==> src/slx_pkg.sv <==
// shared types, token codes and operator tables for the source lexer
package slx_pkg;

    localparam int KIND_W = 6;
    localparam int OFFS_W = 32;
    localparam int LINE_W = 24;
    localparam int FIFO_DEPTH = 8;
    localparam int MAX_TOKENS = 3;

    localparam logic [7:0] CH_SPACE = 8'h20;
    localparam logic [7:0] CH_NL    = 8'h0A;
    localparam logic [7:0] CH_DOT   = 8'h2E;
    localparam logic [7:0] CH_STAR  = 8'h2A;
    localparam logic [7:0] CH_SLASH = 8'h2F;
    localparam logic [7:0] CH_UNDER = 8'h5F;
    localparam logic [7:0] CH_SQ    = 8'h27;
    localparam logic [7:0] CH_DQ    = 8'h22;
    localparam logic [7:0] CH_BSL   = 8'h5C;
    localparam logic [7:0] CH_EQ    = 8'h3D;

    localparam logic [KIND_W-1:0] KIND_DOT      = 6'd16;
    localparam logic [KIND_W-1:0] KIND_OTHER    = 6'd24;
    localparam logic [KIND_W-1:0] KIND_ELLIPSIS = 6'd47;
    localparam logic [KIND_W-1:0] KIND_NUMBER   = 6'd48;
    localparam logic [KIND_W-1:0] KIND_NAME     = 6'd49;
    localparam logic [KIND_W-1:0] KIND_STRING   = 6'd50;
    localparam logic [KIND_W-1:0] KIND_ERROR    = 6'd51;
    localparam logic [KIND_W-1:0] KIND_END      = 6'd52;
    localparam logic [KIND_W-1:0] NO_MATCH      = 6'd63;

    localparam logic [LINE_W-1:0] LINE_TOP = {LINE_W{1'b1}};

    typedef enum logic [3:0] {
        MODE_IDLE, MODE_OP1, MODE_OP2, MODE_DOT1, MODE_DOT2, MODE_INT,
        MODE_FRAC, MODE_NAME, MODE_STR, MODE_LCOM, MODE_BCOM, MODE_BSTAR
    } mode_t;

    typedef struct packed {
        mode_t             mode;
        logic [7:0]        pend_first;
        logic [7:0]        pend_second;
        logic [7:0]        quote;
        logic              escape;
        logic [OFFS_W-1:0] offset;
        logic [OFFS_W-1:0] start_offset;
        logic [LINE_W-1:0] line;
        logic [LINE_W-1:0] start_line;
    } lex_state_t;

    typedef struct packed {
        logic              last;
        logic [LINE_W-1:0] line;
        logic [OFFS_W-1:0] tend;
        logic [OFFS_W-1:0] tstart;
        logic [KIND_W-1:0] kind;
    } token_t;

    function automatic logic is_digit(input logic [7:0] c);
        return (c >= 8'h30) && (c <= 8'h39);
    endfunction

    function automatic logic is_word(input logic [7:0] c);
        return ((c >= 8'h61) && (c <= 8'h7A)) || ((c >= 8'h41) && (c <= 8'h5A))
            || (c == CH_UNDER);
    endfunction

    function automatic logic [KIND_W-1:0] kind_single(input logic [7:0] c);
        logic [KIND_W-1:0] k;
        case (c)
            8'h28: k = 6'd0;   8'h29: k = 6'd1;   8'h5B: k = 6'd2;
            8'h5D: k = 6'd3;   8'h3A: k = 6'd4;   8'h2C: k = 6'd5;
            8'h3B: k = 6'd6;   8'h2B: k = 6'd7;   8'h2D: k = 6'd8;
            8'h2A: k = 6'd9;   8'h2F: k = 6'd10;  8'h7C: k = 6'd11;
            8'h26: k = 6'd12;  8'h3C: k = 6'd13;  8'h3E: k = 6'd14;
            8'h3D: k = 6'd15;  8'h2E: k = 6'd16;  8'h25: k = 6'd17;
            8'h7B: k = 6'd18;  8'h7D: k = 6'd19;  8'h5E: k = 6'd20;
            8'h7E: k = 6'd21;  8'h40: k = 6'd22;  8'h0A: k = 6'd23;
            default: k = KIND_OTHER;
        endcase
        return k;
    endfunction

    function automatic logic [KIND_W-1:0] kind_pair(input logic [7:0] a,
                                                     input logic [7:0] b);
        logic [KIND_W-1:0] k;
        k = NO_MATCH;
        if (b == CH_EQ) begin
            case (a)
                8'h3D: k = 6'd25;  8'h21: k = 6'd26;  8'h3C: k = 6'd27;
                8'h3E: k = 6'd29;  8'h2B: k = 6'd32;  8'h2D: k = 6'd34;
                8'h2A: k = 6'd37;  8'h2F: k = 6'd38;  8'h7C: k = 6'd39;
                8'h25: k = 6'd40;  8'h26: k = 6'd41;  8'h5E: k = 6'd42;
                default: k = NO_MATCH;
            endcase
        end else if (a == 8'h3C && b == 8'h3C) k = 6'd28;
        else if (a == 8'h3E && b == 8'h3E) k = 6'd30;
        else if (a == 8'h2B && b == 8'h2B) k = 6'd31;
        else if (a == 8'h2D && b == 8'h2D) k = 6'd33;
        else if (a == 8'h2D && b == 8'h3E) k = 6'd35;
        else if (a == 8'h2A && b == 8'h2A) k = 6'd36;
        return k;
    endfunction

    function automatic logic [KIND_W-1:0] kind_triple(input logic [7:0] a,
                                                       input logic [7:0] b,
                                                       input logic [7:0] c);
        logic [KIND_W-1:0] k;
        k = NO_MATCH;
        if (a == b && c == CH_EQ) begin
            if (a == 8'h3C) k = 6'd43;
            else if (a == 8'h3E) k = 6'd44;
            else if (a == 8'h2A) k = 6'd45;
        end
        return k;
    endfunction

endpackage

==> src/slx_step.sv <==
// lexer state register and the combinational step that yields up to three tokens
module slx_step (
    input  logic                                   aclk,
    input  logic                                   aresetn,
    input  logic                                   take,
    input  logic [7:0]                             char_code,
    input  logic                                   end_of_input,
    output slx_pkg::token_t [slx_pkg::MAX_TOKENS-1:0] tokens,
    output logic [1:0]                             token_count
);
    import slx_pkg::*;

    lex_state_t st_reg, st_next;
    logic [KIND_W-1:0] kk;
    logic [OFFS_W-1:0] pos, so1;
    logic restart;
    logic [1:0] cnt;

    always_comb begin
        st_next = st_reg;
        tokens  = '0;
        cnt     = 2'd0;
        restart = 1'b0;
        pos     = st_reg.offset;
        so1     = st_reg.start_offset + 32'd1;
        kk      = NO_MATCH;
        if (end_of_input) begin
            case (st_reg.mode)
                MODE_OP1: begin
                    tokens[cnt] = '{1'b0, st_reg.start_line, pos, st_reg.start_offset,
                                    kind_single(st_reg.pend_first)};
                    cnt = cnt + 2'd1;
                end
                MODE_OP2: begin
                    tokens[cnt] = '{1'b0, st_reg.start_line, pos, st_reg.start_offset,
                                    kind_pair(st_reg.pend_first, st_reg.pend_second)};
                    cnt = cnt + 2'd1;
                end
                MODE_DOT1: begin
                    tokens[cnt] = '{1'b0, st_reg.start_line, pos, st_reg.start_offset,
                                    KIND_DOT};
                    cnt = cnt + 2'd1;
                end
                MODE_DOT2: begin
                    tokens[0] = '{1'b0, st_reg.start_line, so1, st_reg.start_offset,
                                  KIND_DOT};
                    tokens[1] = '{1'b0, st_reg.start_line, pos, so1, KIND_DOT};
                    cnt = 2'd2;
                end
                MODE_INT, MODE_FRAC: begin
                    tokens[cnt] = '{1'b0, st_reg.start_line, pos, st_reg.start_offset,
                                    KIND_NUMBER};
                    cnt = cnt + 2'd1;
                end
                MODE_NAME: begin
                    tokens[cnt] = '{1'b0, st_reg.start_line, pos, st_reg.start_offset,
                                    KIND_NAME};
                    cnt = cnt + 2'd1;
                end
                MODE_STR, MODE_BCOM, MODE_BSTAR: begin
                    tokens[cnt] = '{1'b0, st_reg.start_line, pos, st_reg.start_offset,
                                    KIND_ERROR};
                    cnt = cnt + 2'd1;
                end
                default: ;
            endcase
            tokens[cnt] = '{1'b0, st_reg.line, pos, pos, KIND_END};
            cnt = cnt + 2'd1;
            st_next.mode   = MODE_IDLE;
            st_next.escape = 1'b0;
        end else begin
            case (st_reg.mode)
                MODE_OP1: begin
                    kk = kind_pair(st_reg.pend_first, char_code);
                    if (st_reg.pend_first == CH_SLASH && char_code == CH_SLASH)
                        st_next.mode = MODE_LCOM;
                    else if (st_reg.pend_first == CH_SLASH && char_code == CH_STAR)
                        st_next.mode = MODE_BCOM;
                    else if (kk != NO_MATCH) begin
                        st_next.pend_second = char_code;
                        st_next.mode = MODE_OP2;
                    end else begin
                        tokens[0] = '{1'b0, st_reg.start_line, pos, st_reg.start_offset,
                                      kind_single(st_reg.pend_first)};
                        cnt = 2'd1;
                        restart = 1'b1;
                    end
                end
                MODE_OP2: begin
                    kk = kind_triple(st_reg.pend_first, st_reg.pend_second, char_code);
                    if (kk != NO_MATCH) begin
                        tokens[0] = '{1'b0, st_reg.start_line, pos + 32'd1,
                                      st_reg.start_offset, kk};
                        cnt = 2'd1;
                        st_next.mode = MODE_IDLE;
                    end else begin
                        tokens[0] = '{1'b0, st_reg.start_line, pos, st_reg.start_offset,
                                      kind_pair(st_reg.pend_first, st_reg.pend_second)};
                        cnt = 2'd1;
                        restart = 1'b1;
                    end
                end
                MODE_DOT1: begin
                    if (is_digit(char_code)) st_next.mode = MODE_FRAC;
                    else if (char_code == CH_DOT) st_next.mode = MODE_DOT2;
                    else begin
                        tokens[0] = '{1'b0, st_reg.start_line, pos, st_reg.start_offset,
                                      KIND_DOT};
                        cnt = 2'd1;
                        restart = 1'b1;
                    end
                end
                MODE_DOT2: begin
                    if (char_code == CH_DOT) begin
                        tokens[0] = '{1'b0, st_reg.start_line, pos + 32'd1,
                                      st_reg.start_offset, KIND_ELLIPSIS};
                        cnt = 2'd1;
                        st_next.mode = MODE_IDLE;
                    end else begin
                        // first dot goes out, second dot is lexed again
                        tokens[0] = '{1'b0, st_reg.start_line, so1, st_reg.start_offset,
                                      KIND_DOT};
                        cnt = 2'd1;
                        st_next.start_offset = so1;
                        if (is_digit(char_code)) st_next.mode = MODE_FRAC;
                        else begin
                            tokens[1] = '{1'b0, st_reg.start_line, pos, so1, KIND_DOT};
                            cnt = 2'd2;
                            restart = 1'b1;
                        end
                    end
                end
                MODE_INT: begin
                    if (is_digit(char_code)) ;
                    else if (char_code == CH_DOT) st_next.mode = MODE_FRAC;
                    else begin
                        tokens[0] = '{1'b0, st_reg.start_line, pos, st_reg.start_offset,
                                      KIND_NUMBER};
                        cnt = 2'd1;
                        restart = 1'b1;
                    end
                end
                MODE_FRAC: begin
                    if (!is_digit(char_code)) begin
                        tokens[0] = '{1'b0, st_reg.start_line, pos, st_reg.start_offset,
                                      KIND_NUMBER};
                        cnt = 2'd1;
                        restart = 1'b1;
                    end
                end
                MODE_NAME: begin
                    if (!is_word(char_code)) begin
                        tokens[0] = '{1'b0, st_reg.start_line, pos, st_reg.start_offset,
                                      KIND_NAME};
                        cnt = 2'd1;
                        restart = 1'b1;
                    end
                end
                MODE_STR: begin
                    if (char_code == CH_NL) begin
                        tokens[0] = '{1'b0, st_reg.start_line, pos + 32'd1,
                                      st_reg.start_offset, KIND_ERROR};
                        cnt = 2'd1;
                        st_next.mode = MODE_IDLE;
                        st_next.escape = 1'b0;
                    end else if (st_reg.escape) st_next.escape = 1'b0;
                    else if (char_code == st_reg.quote) begin
                        tokens[0] = '{1'b0, st_reg.start_line, pos + 32'd1,
                                      st_reg.start_offset, KIND_STRING};
                        cnt = 2'd1;
                        st_next.mode = MODE_IDLE;
                    end else if (char_code == CH_BSL) st_next.escape = 1'b1;
                end
                MODE_LCOM: if (char_code == CH_NL) st_next.mode = MODE_IDLE;
                MODE_BCOM: if (char_code == CH_STAR) st_next.mode = MODE_BSTAR;
                MODE_BSTAR: begin
                    if (char_code == CH_SLASH) st_next.mode = MODE_IDLE;
                    else if (char_code != CH_STAR) st_next.mode = MODE_BCOM;
                end
                default: restart = 1'b1;
            endcase
            if (restart) begin
                st_next.mode = MODE_IDLE;
                if (char_code != CH_SPACE && char_code != CH_NL) begin
                    st_next.start_offset = pos;
                    st_next.start_line   = st_reg.line;
                    if (char_code == CH_DOT) st_next.mode = MODE_DOT1;
                    else if (is_digit(char_code)) st_next.mode = MODE_INT;
                    else if (is_word(char_code)) st_next.mode = MODE_NAME;
                    else if (char_code == CH_SQ || char_code == CH_DQ) begin
                        st_next.mode   = MODE_STR;
                        st_next.quote  = char_code;
                        st_next.escape = 1'b0;
                    end else begin
                        st_next.mode       = MODE_OP1;
                        st_next.pend_first = char_code;
                    end
                end
            end
            if (char_code == CH_NL && st_reg.line != LINE_TOP)
                st_next.line = st_reg.line + 24'd1;
            st_next.offset = st_reg.offset + 32'd1;
        end
        if (cnt != 2'd0) tokens[cnt - 2'd1].last = 1'b1;
        token_count = cnt;
    end

    always_ff @(posedge aclk) begin
        if (!aresetn) begin
            st_reg <= '{MODE_IDLE, 8'd0, 8'd0, 8'd0, 1'b0, 32'd0, 32'd0, 24'd1, 24'd0};
        end else if (take) begin
            st_reg <= st_next;
        end
    end

endmodule

==> src/slx_fifo.sv <==
// result queue: takes up to three tokens per cycle while three entries are free, hands out one per transaction
module slx_fifo (
    input  logic                                      aclk,
    input  logic                                      aresetn,
    input  logic                                      wr_en,
    input  slx_pkg::token_t [slx_pkg::MAX_TOKENS-1:0] wr_tokens,
    input  logic [1:0]                                wr_count,
    output logic                                      has_room,
    output logic                                      rd_valid,
    input  logic                                      rd_ready,
    output slx_pkg::token_t                           rd_token
);
    import slx_pkg::*;

    localparam int PW = $clog2(FIFO_DEPTH);

    token_t mem [FIFO_DEPTH];
    logic [PW-1:0] wp_reg, rp_reg;
    logic [PW:0]   count_reg, count_next;
    logic [PW:0]   add;
    logic          pop;

    assign pop      = rd_valid && rd_ready;
    assign add      = wr_en ? {{(PW-1){1'b0}}, wr_count} : '0;
    assign rd_valid = count_reg != '0;
    assign rd_token = mem[rp_reg];
    assign has_room = count_reg <= (PW+1)'(FIFO_DEPTH - MAX_TOKENS);
    assign count_next = count_reg + add - {{PW{1'b0}}, pop};

    always_ff @(posedge aclk) begin
        if (wr_en) begin
            for (int i = 0; i < MAX_TOKENS; i++) begin
                if (2'(i) < wr_count) mem[wp_reg + PW'(i)] <= wr_tokens[i];
            end
        end
    end

    always_ff @(posedge aclk) begin
        if (!aresetn) begin
            wp_reg    <= '0;
            rp_reg    <= '0;
            count_reg <= '0;
        end else begin
            wp_reg    <= wp_reg + add[PW-1:0];
            rp_reg    <= rp_reg + PW'(pop);
            count_reg <= count_next;
        end
    end

    a_count_bound: assert property (@(posedge aclk) disable iff (!aresetn)
        count_reg <= (PW+1)'(FIFO_DEPTH)) else $error("queue overfilled");
    a_write_room: assert property (@(posedge aclk) disable iff (!aresetn)
        wr_en |-> has_room) else $error("write without room");
    a_count_track: assert property (@(posedge aclk) disable iff (!aresetn)
        (!wr_en && !pop) |=> $stable(count_reg)) else $error("count drifted");

endmodule

==> src/source_code_lexer.sv <==
// top level of the streaming source lexer
// usage:
//   s_ channel carries one source byte per transaction in s_tdata; s_tuser high
//   marks end of input (byte ignored), which flushes the pending token and
//   emits the end marker.
//   m_ channel carries one token per transaction; m_tlast marks the last token
//   produced by one input transaction. an input may yield zero to three tokens.
// output: tokens are queued as their input is taken and leave in order on m_.
// throughput: one input per cycle; the output side delivers one token per
//   cycle, so a burst of multi-token inputs is absorbed by an eight-entry
//   result queue. s_tready drops when fewer than three entries are free.
// stall: while m_tready is low the queue fills and then s_tready goes low;
//   no token is lost or repeated.
// reset: aresetn low for one clock empties the queue, returns the lexer to
//   between tokens, offset zero, line one.
module source_code_lexer (
    input  logic        aclk,
    input  logic        aresetn,
    input  logic        s_tvalid,
    output logic        s_tready,
    input  logic [7:0]  s_tdata,   // char_code[7:0]
    input  logic        s_tuser,   // end_of_input
    output logic        m_tvalid,
    input  logic        m_tready,
    output logic [95:0] m_tdata,   // token_kind[5:0], token_start[37:6],
                                   // token_end[69:38], token_line[93:70], zero
    output logic        m_tlast
);
    import slx_pkg::*;

    token_t [MAX_TOKENS-1:0] toks;
    logic [1:0] tok_count;
    logic take;
    token_t head;

    assign take = s_tvalid && s_tready;

    slx_step u_step (
        .aclk(aclk), .aresetn(aresetn), .take(take),
        .char_code(s_tdata), .end_of_input(s_tuser),
        .tokens(toks), .token_count(tok_count)
    );

    slx_fifo u_fifo (
        .aclk(aclk), .aresetn(aresetn), .wr_en(take),
        .wr_tokens(toks), .wr_count(tok_count), .has_room(s_tready),
        .rd_valid(m_tvalid), .rd_ready(m_tready), .rd_token(head)
    );

    assign m_tdata = {2'b00, head.line, head.tend, head.tstart, head.kind};
    assign m_tlast = head.last;

    a_end_yields: assert property (@(posedge aclk) disable iff (!aresetn)
        (take && s_tuser) |=> m_tvalid) else $error("end mark gave no token");
    a_hold_stalled: assert property (@(posedge aclk) disable iff (!aresetn)
        (m_tvalid && !m_tready) |=> (m_tvalid && $stable(m_tdata) && $stable(m_tlast)))
        else $error("stalled token changed");
    a_kind_range: assert property (@(posedge aclk) disable iff (!aresetn)
        m_tvalid |-> head.kind <= KIND_END) else $error("bad token kind");

endmodule

==> config.mk <==
export PLATFORM = sky130hd
export DESIGN_NAME = source_code_lexer
export DESIGN_NICKNAME = d
export VERILOG_FILES = /design/src/slx_pkg.sv /design/src/slx_step.sv /design/src/slx_fifo.sv /design/src/source_code_lexer.sv
export SDC_FILE = /design/constraint.sdc
export NUM_CORES = 2
export LEC_CHECK = 0
export BUFFER_PORTS_ARGS = -buffer_cell sky130_fd_sc_hd__buf_2
export CAP_MARGIN = 10
export CORE_UTILIZATION = 50
export CTS_CLUSTER_DIAMETER = 120
export CTS_CLUSTER_SIZE = 20
export DETAILED_ROUTE_END_ITERATION = 16
export PLACE_DENSITY = 0.62
export SYNTH_ARGS = -nofsm -noshare
export SYNTH_HDL_FRONTEND = slang
export SYNTH_HIERARCHICAL = 1
export SYNTH_SLANG_ARGS = --single-unit
==> constraint.sdc <==
create_clock -name aclk -period 9.61 [get_ports aclk]
set_input_delay 1.922 -clock aclk [delete_from_list [all_inputs] [get_ports aclk]]
set_output_delay 1.922 -clock aclk [all_outputs]
set_load 0.02 [all_outputs]
After elaboration in Yosys (flattened, before gate mapping)
Memory sizes are Yosys's and may differ from the RTL's. A register that Yosys moved wholly into a read port is not among the register bits.
Cells that the tools add are included.
{ "totals": {"register_bits": 151, "latchBits": 0, "ramBits": 760, "mem_bits_ro": 0, "inputBits": 13, "output_inout_bits": 99, "word_cells": 299, "n_memories": 1} }
{ "classes": {"n_addsub": 11, "n_mul": 0, "n_div": 0, "order_cmp": 14, "eq_ne": 74, "shift": 0, "muxes": 138, "bitwise_logic": 7, "n_reduce_logical": 42} }
{ "memory_table": {"columns": ["name", "depth", "width", "read_ports", "rd_ports_with_merged_regs", "wr", "line", "source"], "rows": [
  ["u_fifo.mem", 8, 95, 1, 1, 3, "slx_fifo.sv:17", "token_t mem [FIFO_DEPTH];"]
]} }
{ "ops": {"columns": ["operator", "count"], "rows": [
  ["95-bit two-way mux", 13],
  ["95-bit case mux with 8 select lines", 1],
  ["94-bit two-way mux", 8],
  ["94-bit case mux with 7 select lines", 1],
  ["285-bit bitwise mux", 2],
  ["95-bit demux with 2-bit select", 2],
  ["285-bit two-way mux", 1],
  ["8-bit by 6-bit == test with 1-bit output, second input constant", 32],
  ["190-bit two-way mux", 1],
  ["70-bit two-way mux", 2],
  ["32-bit two-way mux", 4],
  ["5-bit case mux with 24 select lines", 1],
  ["6-bit two-way mux", 18],
  ["4-bit two-way mux", 22],
  ["8-bit by 7-bit == test with 1-bit output, second input constant", 10],
  ["6-bit case mux with 12 select lines", 1],
  ["32-bit by 1-bit adder with 32-bit output, second input constant", 2],
  ["1-bit two-way mux", 37],
  ["4-bit case mux with 9 select lines", 1],
  ["8-bit two-way mux", 4],
  ["24-bit by 1-bit adder with 24-bit output, second input constant", 1],
  ["1-bit logical AND", 24],
  ["12-bit two-way mux", 2],
  ["24-bit != test, second input constant", 1],
  ["52 further kinds", 95]
]} }

Depth between registers and ports, before layout
{ "depth": {"depth_word": 24, "depth_mapped": 21, "depth_no_buf": 17} }

Hierarchy
The synthesis kept the hierarchy.
{ "by_module_without_submodules": {"columns": ["mod", "instances", "cells_each", "area_per_inst_um2", "seq_area_each_um2"], "rows": [
  ["slx_fifo", 1, 4876, 45563.7, 23022.1],
  ["slx_step", 1, 1775, 12488.2, 2822.7],
  ["source_code_lexer", 1, 4, 25.0, 0.0]
]} }

Worst setup path before layout
No wires, ideal clock.
{ "synth_timing": {"path_kind": "input -> register", "from": "input port s_tdata[5]", "to": "memory u_fifo/mem[5][0] in the netlist's numbering, enable pin", "setup_time_ns": 1.135, "t_arrival_ns": 7.236, "required_time_ns": 8.475, "path_slack_ns": 1.239, "stages": 16, "n_path_buf": 5, "path_cell_list": "buf_2 -> nor2b_1 -> nand4_1 -> o31ai_1 -> nor4_1 -> a21oi_4 -> buf_6 -> buf_4 -> nand2_1 -> a21oi_1 -> a31oi_1 -> and4b_1 -> nand3_1 -> clkbuf_1 -> clkbuf_1 -> nand3_1"} }
{ "synth_lines": {"columns": ["item", "line", "source"], "rows": [
  ["start: declaration", "source_code_lexer.sv:21", "input logic [7:0] s_tdata,"],
  ["end: declaration", "slx_fifo.sv:17", null]
]} }

==> key figures <==
Run status
  • Status: completed

Floorplanning
  • Initial Util: 0.506
  • Die Y: between 300 and 400 um
  • Die area: 0.118 sq mm
  • Io pins: 112
  • FP Rows: 124
  • Placeable Area: approximately 0.11 sq mm
  • Die X: about 340 um

CTS
  • Worst-case clock buffer depth: 3
  • Clock root cell: clkbuf_16
  • H-tree level count: 2
  • Total CTS buffers: 51
  • CTS Hold Bufs: 0
  • CTS sink cnt: 911
  • Clock Latency Late Sink: roughly 710 ps
  • Clk slew on worst S/H paths: 90 ps
  • Post-CTS Setup Bufs: 0
  • CTS resizes: 0
  • CTS tree: done

Setup path
  • R2r setup slk: about 2700 ps
  • Worst path required time: 9950 ps
  • CP Class: in -> reg
  • Slowest-stage cell, CP: buf_4
  • Most common cell on crit path: buf_4
  • Data arrival time of the worst path: between 7000 and 8000 ps
  • Worst-path cell chain: buf_2 > and4b_1 > and3_1 > nor4b_1 > a21oi_4 > buf_4 > nand2_1 > a21oi_1 > a31oi_1 > and4_1 > nand2_4 > nand3_4 > buf_4 > buf_4
  • CP Launch Type: input pin
  • Buffers & Inverters on Critical Path: 4
  • Crit Reg-Reg Startpoint: u_step/st_reg[139]
  • Crit. End Element: flip-flop
  • Max FO, Critical Path: between 50 and 60
  • FF-to-FF End: u_fifo/mem[3][57]
  • Delay of the slowest cell on the worst path: 680 ps
  • Worst R2R Path Depth: 14
  • Worst setup startpoint: s_tdata[2]
  • Top delay family on crit path: simple AND/OR/NAND/NOR gates

Timing
  • Tcrit/Tclk final: 0.724
  • Hold Fails Final Rpt: 0
  • Max Slew Vio Count: 0
  • Fin Clk Skew: 36.5 ps
  • Fin Setup TNS: 0 ps
  • Slew @ Worst Pin: 1410 ps
  • Tmin final: a little under 7000 ps
  • RSZ-0062 raised after global routing: false
  • Worst slew margin: 0.0574
  • Final setup violation count: 0
  • Top achievable clock speed: ~140 MHz

Synth
  • Synth Area in Compound Gates: 0.141
  • Yosys warns: 6
  • Synth Flop Type: edfxtp_1
  • Xor/xnor share of the synthesized area: 0.0155
  • Seq/Total Area, Yosys: 0.445
  • Mapped Area: around 0.058 sq mm
  • Syn Inst Count: 6655
  • Post-Synth Simple-Gate Area: 0.221
  • Post-synth ARST share: 0
  • Syn Area/Cell: 8.73 sq um
  • Main combinational cell family by area after synthesis: simple AND/OR/NAND/NOR gates
  • Synth Area in Adders: 0.00452
  • Synth unique cells: between 90 and 100
  • Synth Register Bits: approximately 900
  • Number of synthesized flops with an enable pin: between 700 and 800
  • Multiplexer share of the synthesized area: 0.0982

Min path
  • Hold Path Class: reg -> reg
  • HP Start: u_step/st_reg[21]
  • WHS Endpoint: u_step/st_reg[21]
  • Hold Path Cell Cnt: 2

Place
  • DP Wirelength: 118000 um
  • RePlAce Congestion: 0.912
  • Port bufs: 109
  • Inst Count DP: 7479

Final layout
  • Max FFs per register: between 700 and 800
  • Final std cells w/o fill: around 7600
  • Synthesis-to-finish area growth: 1.84%
  • Layout fillers: 10400
  • Nets: roughly 6000
  • Fraction of layout cells with a size suffix above 1: 0.104

Detailed routing
  • DR WL/cell: between 20 and 30 um
  • ANT nets after route: 0
  • DR pass1 iterations: 7
  • 1st-iter DRT viols: roughly 7500
  • Post-route DRC: 0
  • Post-DR vias/cell: ~6.7
  • DRT Wirelength: ~210000 um
  • Vias: approximately 51000

Global routing
  • Overflow after GRT: 0
  • Largest net degree at the start of global routing: between 150 and 200
  • Vias in the first global route: 47000
  • First-pass GRT wire length: about 310000 um
  • Total track usage: 0.352
  • Number of antenna violations at the first check in global routing: 10

Run
  • Max-Cap Viols: 0

Power
  • P_leak: 20.0 nW
  • VDD IR max: roughly 0.19 mV
  • PD cells: 161 mW/mm^2
  • Total chip power: about 9.5 mW
-- through the flow --
stage / instance area, sq um / util / setup slack (ps) / hold WS (ps)
after floorplan: 58100 / - / 1240 / 449
after global placement: 57600 / 0.502 / 2180 / 457
after CTS: 59100 / 0.515 / 2810 / 480
after global routing: 59100 / 0.515 / 2390 / 492
after detailed placement: 57600 / 0.502 / 2050 / 468
final: 59100 / 0.515 / 2650 / 477
-- report_power, final --
part,leakage [nW],switching (mW),internal (mW)
logic,11.4,1.56,0.939
registers,7.88,0.139,4.41
clock network,0.716,1.41,1.05
total,20.0,3.10,6.40
-- area by class of cell --
| class | count | area (sq um) | share of cell area |
|---|---|---|---|
| sequential | 911 | 25900 | 0.437 |
| antenna | 1 | 2.50 | 0.0000423 |
| multi-input combinational | 4812 | 28300 | 0.478 |
| clock inverter | 2 | 28.8 | 0.000487 |
| clock buffer | 94 | 1480 | 0.0250 |
| timing repair buffer | 213 | 1490 | 0.0252 |
| inverter | 36 | 135 | 0.00228 |
| tap | 1512 | 1890 | 0.0320 |
-- layout by cell type (no fill, tap or decap), types with 20 or more instances in the layout --
master and n:
a21oi_1 78, xor2_1 49, nand3_1 88, inv_1 34
and3_1 75, edfxtp_1 760, a211oi_1 20, nand4_1 23
mux2_2 97, a31oi_1 770, nand2_1 1710, clkbuf_1 41
mux2i_1 32, nor2_1 935, clkbuf_16 53, nor3_1 60
a22o_1 95, xnor2_1 49, mux4_2 190, buf_4 87
buf_2 109, and2_1 51, dfxtp_1 148, o21ai_0 134
-- Yosys cell counts (13+ instances only) --
| library cell | number | area [sq um] |
|---|---|---|
| mux2_2 | 97 | 1090 |
| clkbuf_1 | 452 | 1700 |
| dfxtp_1 | 151 | 3020 |
| o22ai_1 | 17 | 106 |
| a22o_1 | 95 | 832 |
| a31oi_1 | 771 | 4820 |
| nand2b_1 | 18 | 113 |
| xnor2_1 | 49 | 429 |
| nand4_1 | 23 | 144 |
| buf_2 | 207 | 1040 |
| nor2b_1 | 13 | 81.3 |
| buf_1 | 84 | 315 |
| a21oi_1 | 78 | 390 |
| nand3_1 | 100 | 500 |
| nor4_1 | 19 | 119 |
| buf_4 | 151 | 1130 |
| mux4_2 | 190 | 4280 |
| o21ai_0 | 138 | 691 |
| edfxtp_1 | 760 | 22800 |
| ha_1 | 17 | 213 |
| or3_1 | 23 | 144 |
| and3_1 | 77 | 482 |
| xor2_1 | 49 | 429 |
| a22oi_1 | 15 | 113 |
| nand2_1 | 1718 | 6450 |
| and2_1 | 53 | 332 |
| a211oi_1 | 20 | 150 |
| nor3_1 | 60 | 300 |
| nor2_1 | 940 | 3530 |
| o221ai_1 | 13 | 114 |
| inv_1 | 35 | 131 |
| mux2i_1 | 32 | 320 |
-- logic make-up after synthesis --
logic type	count (synthesis)
AOI/OAI and AO/OA	1250
adders and majority gates	20
and+or+nand+nor	3114
muxes	320
xor gates and xnor gates	100
buffers and inverters	938
other	2
DFF	911
-- routing by layer --
layer / vias up / wire length [um] / global-route usage / share of wire
li1: 22200 / - / - / -
met1: 24400 / 80300 / 0.474 / 0.38
met2: 3683 / 95300 / 0.551 / 0.45
met3: 659 / 27200 / 0.0728 / 0.13
met4: 8 / 9620 / 0.152 / 0.045
met5: - / 58 / 0 / 0.00027
-- tightest hold or removal path: cells and delay by family (launching register included) --
family	cells	cell delay (ps)
simple gates	1	50
compound gates	1	60
flops	1	330
-- how the worst max path moves through the flow --
stage	endpoint	slack, ps	cells after the start
after floorplan	u_fifo/mem[5][0]	1240	16
after global placement	u_fifo/mem[7][92]	2180	14
after detailed placement	u_fifo/mem[7][92]	2050	14
after CTS	u_fifo/mem[7][5]	2810	14
after global routing	u_fifo/mem[7][63]	2390	15
final	u_fifo/mem[7][81]	2650	14
(Power assumes the default switching activity.)
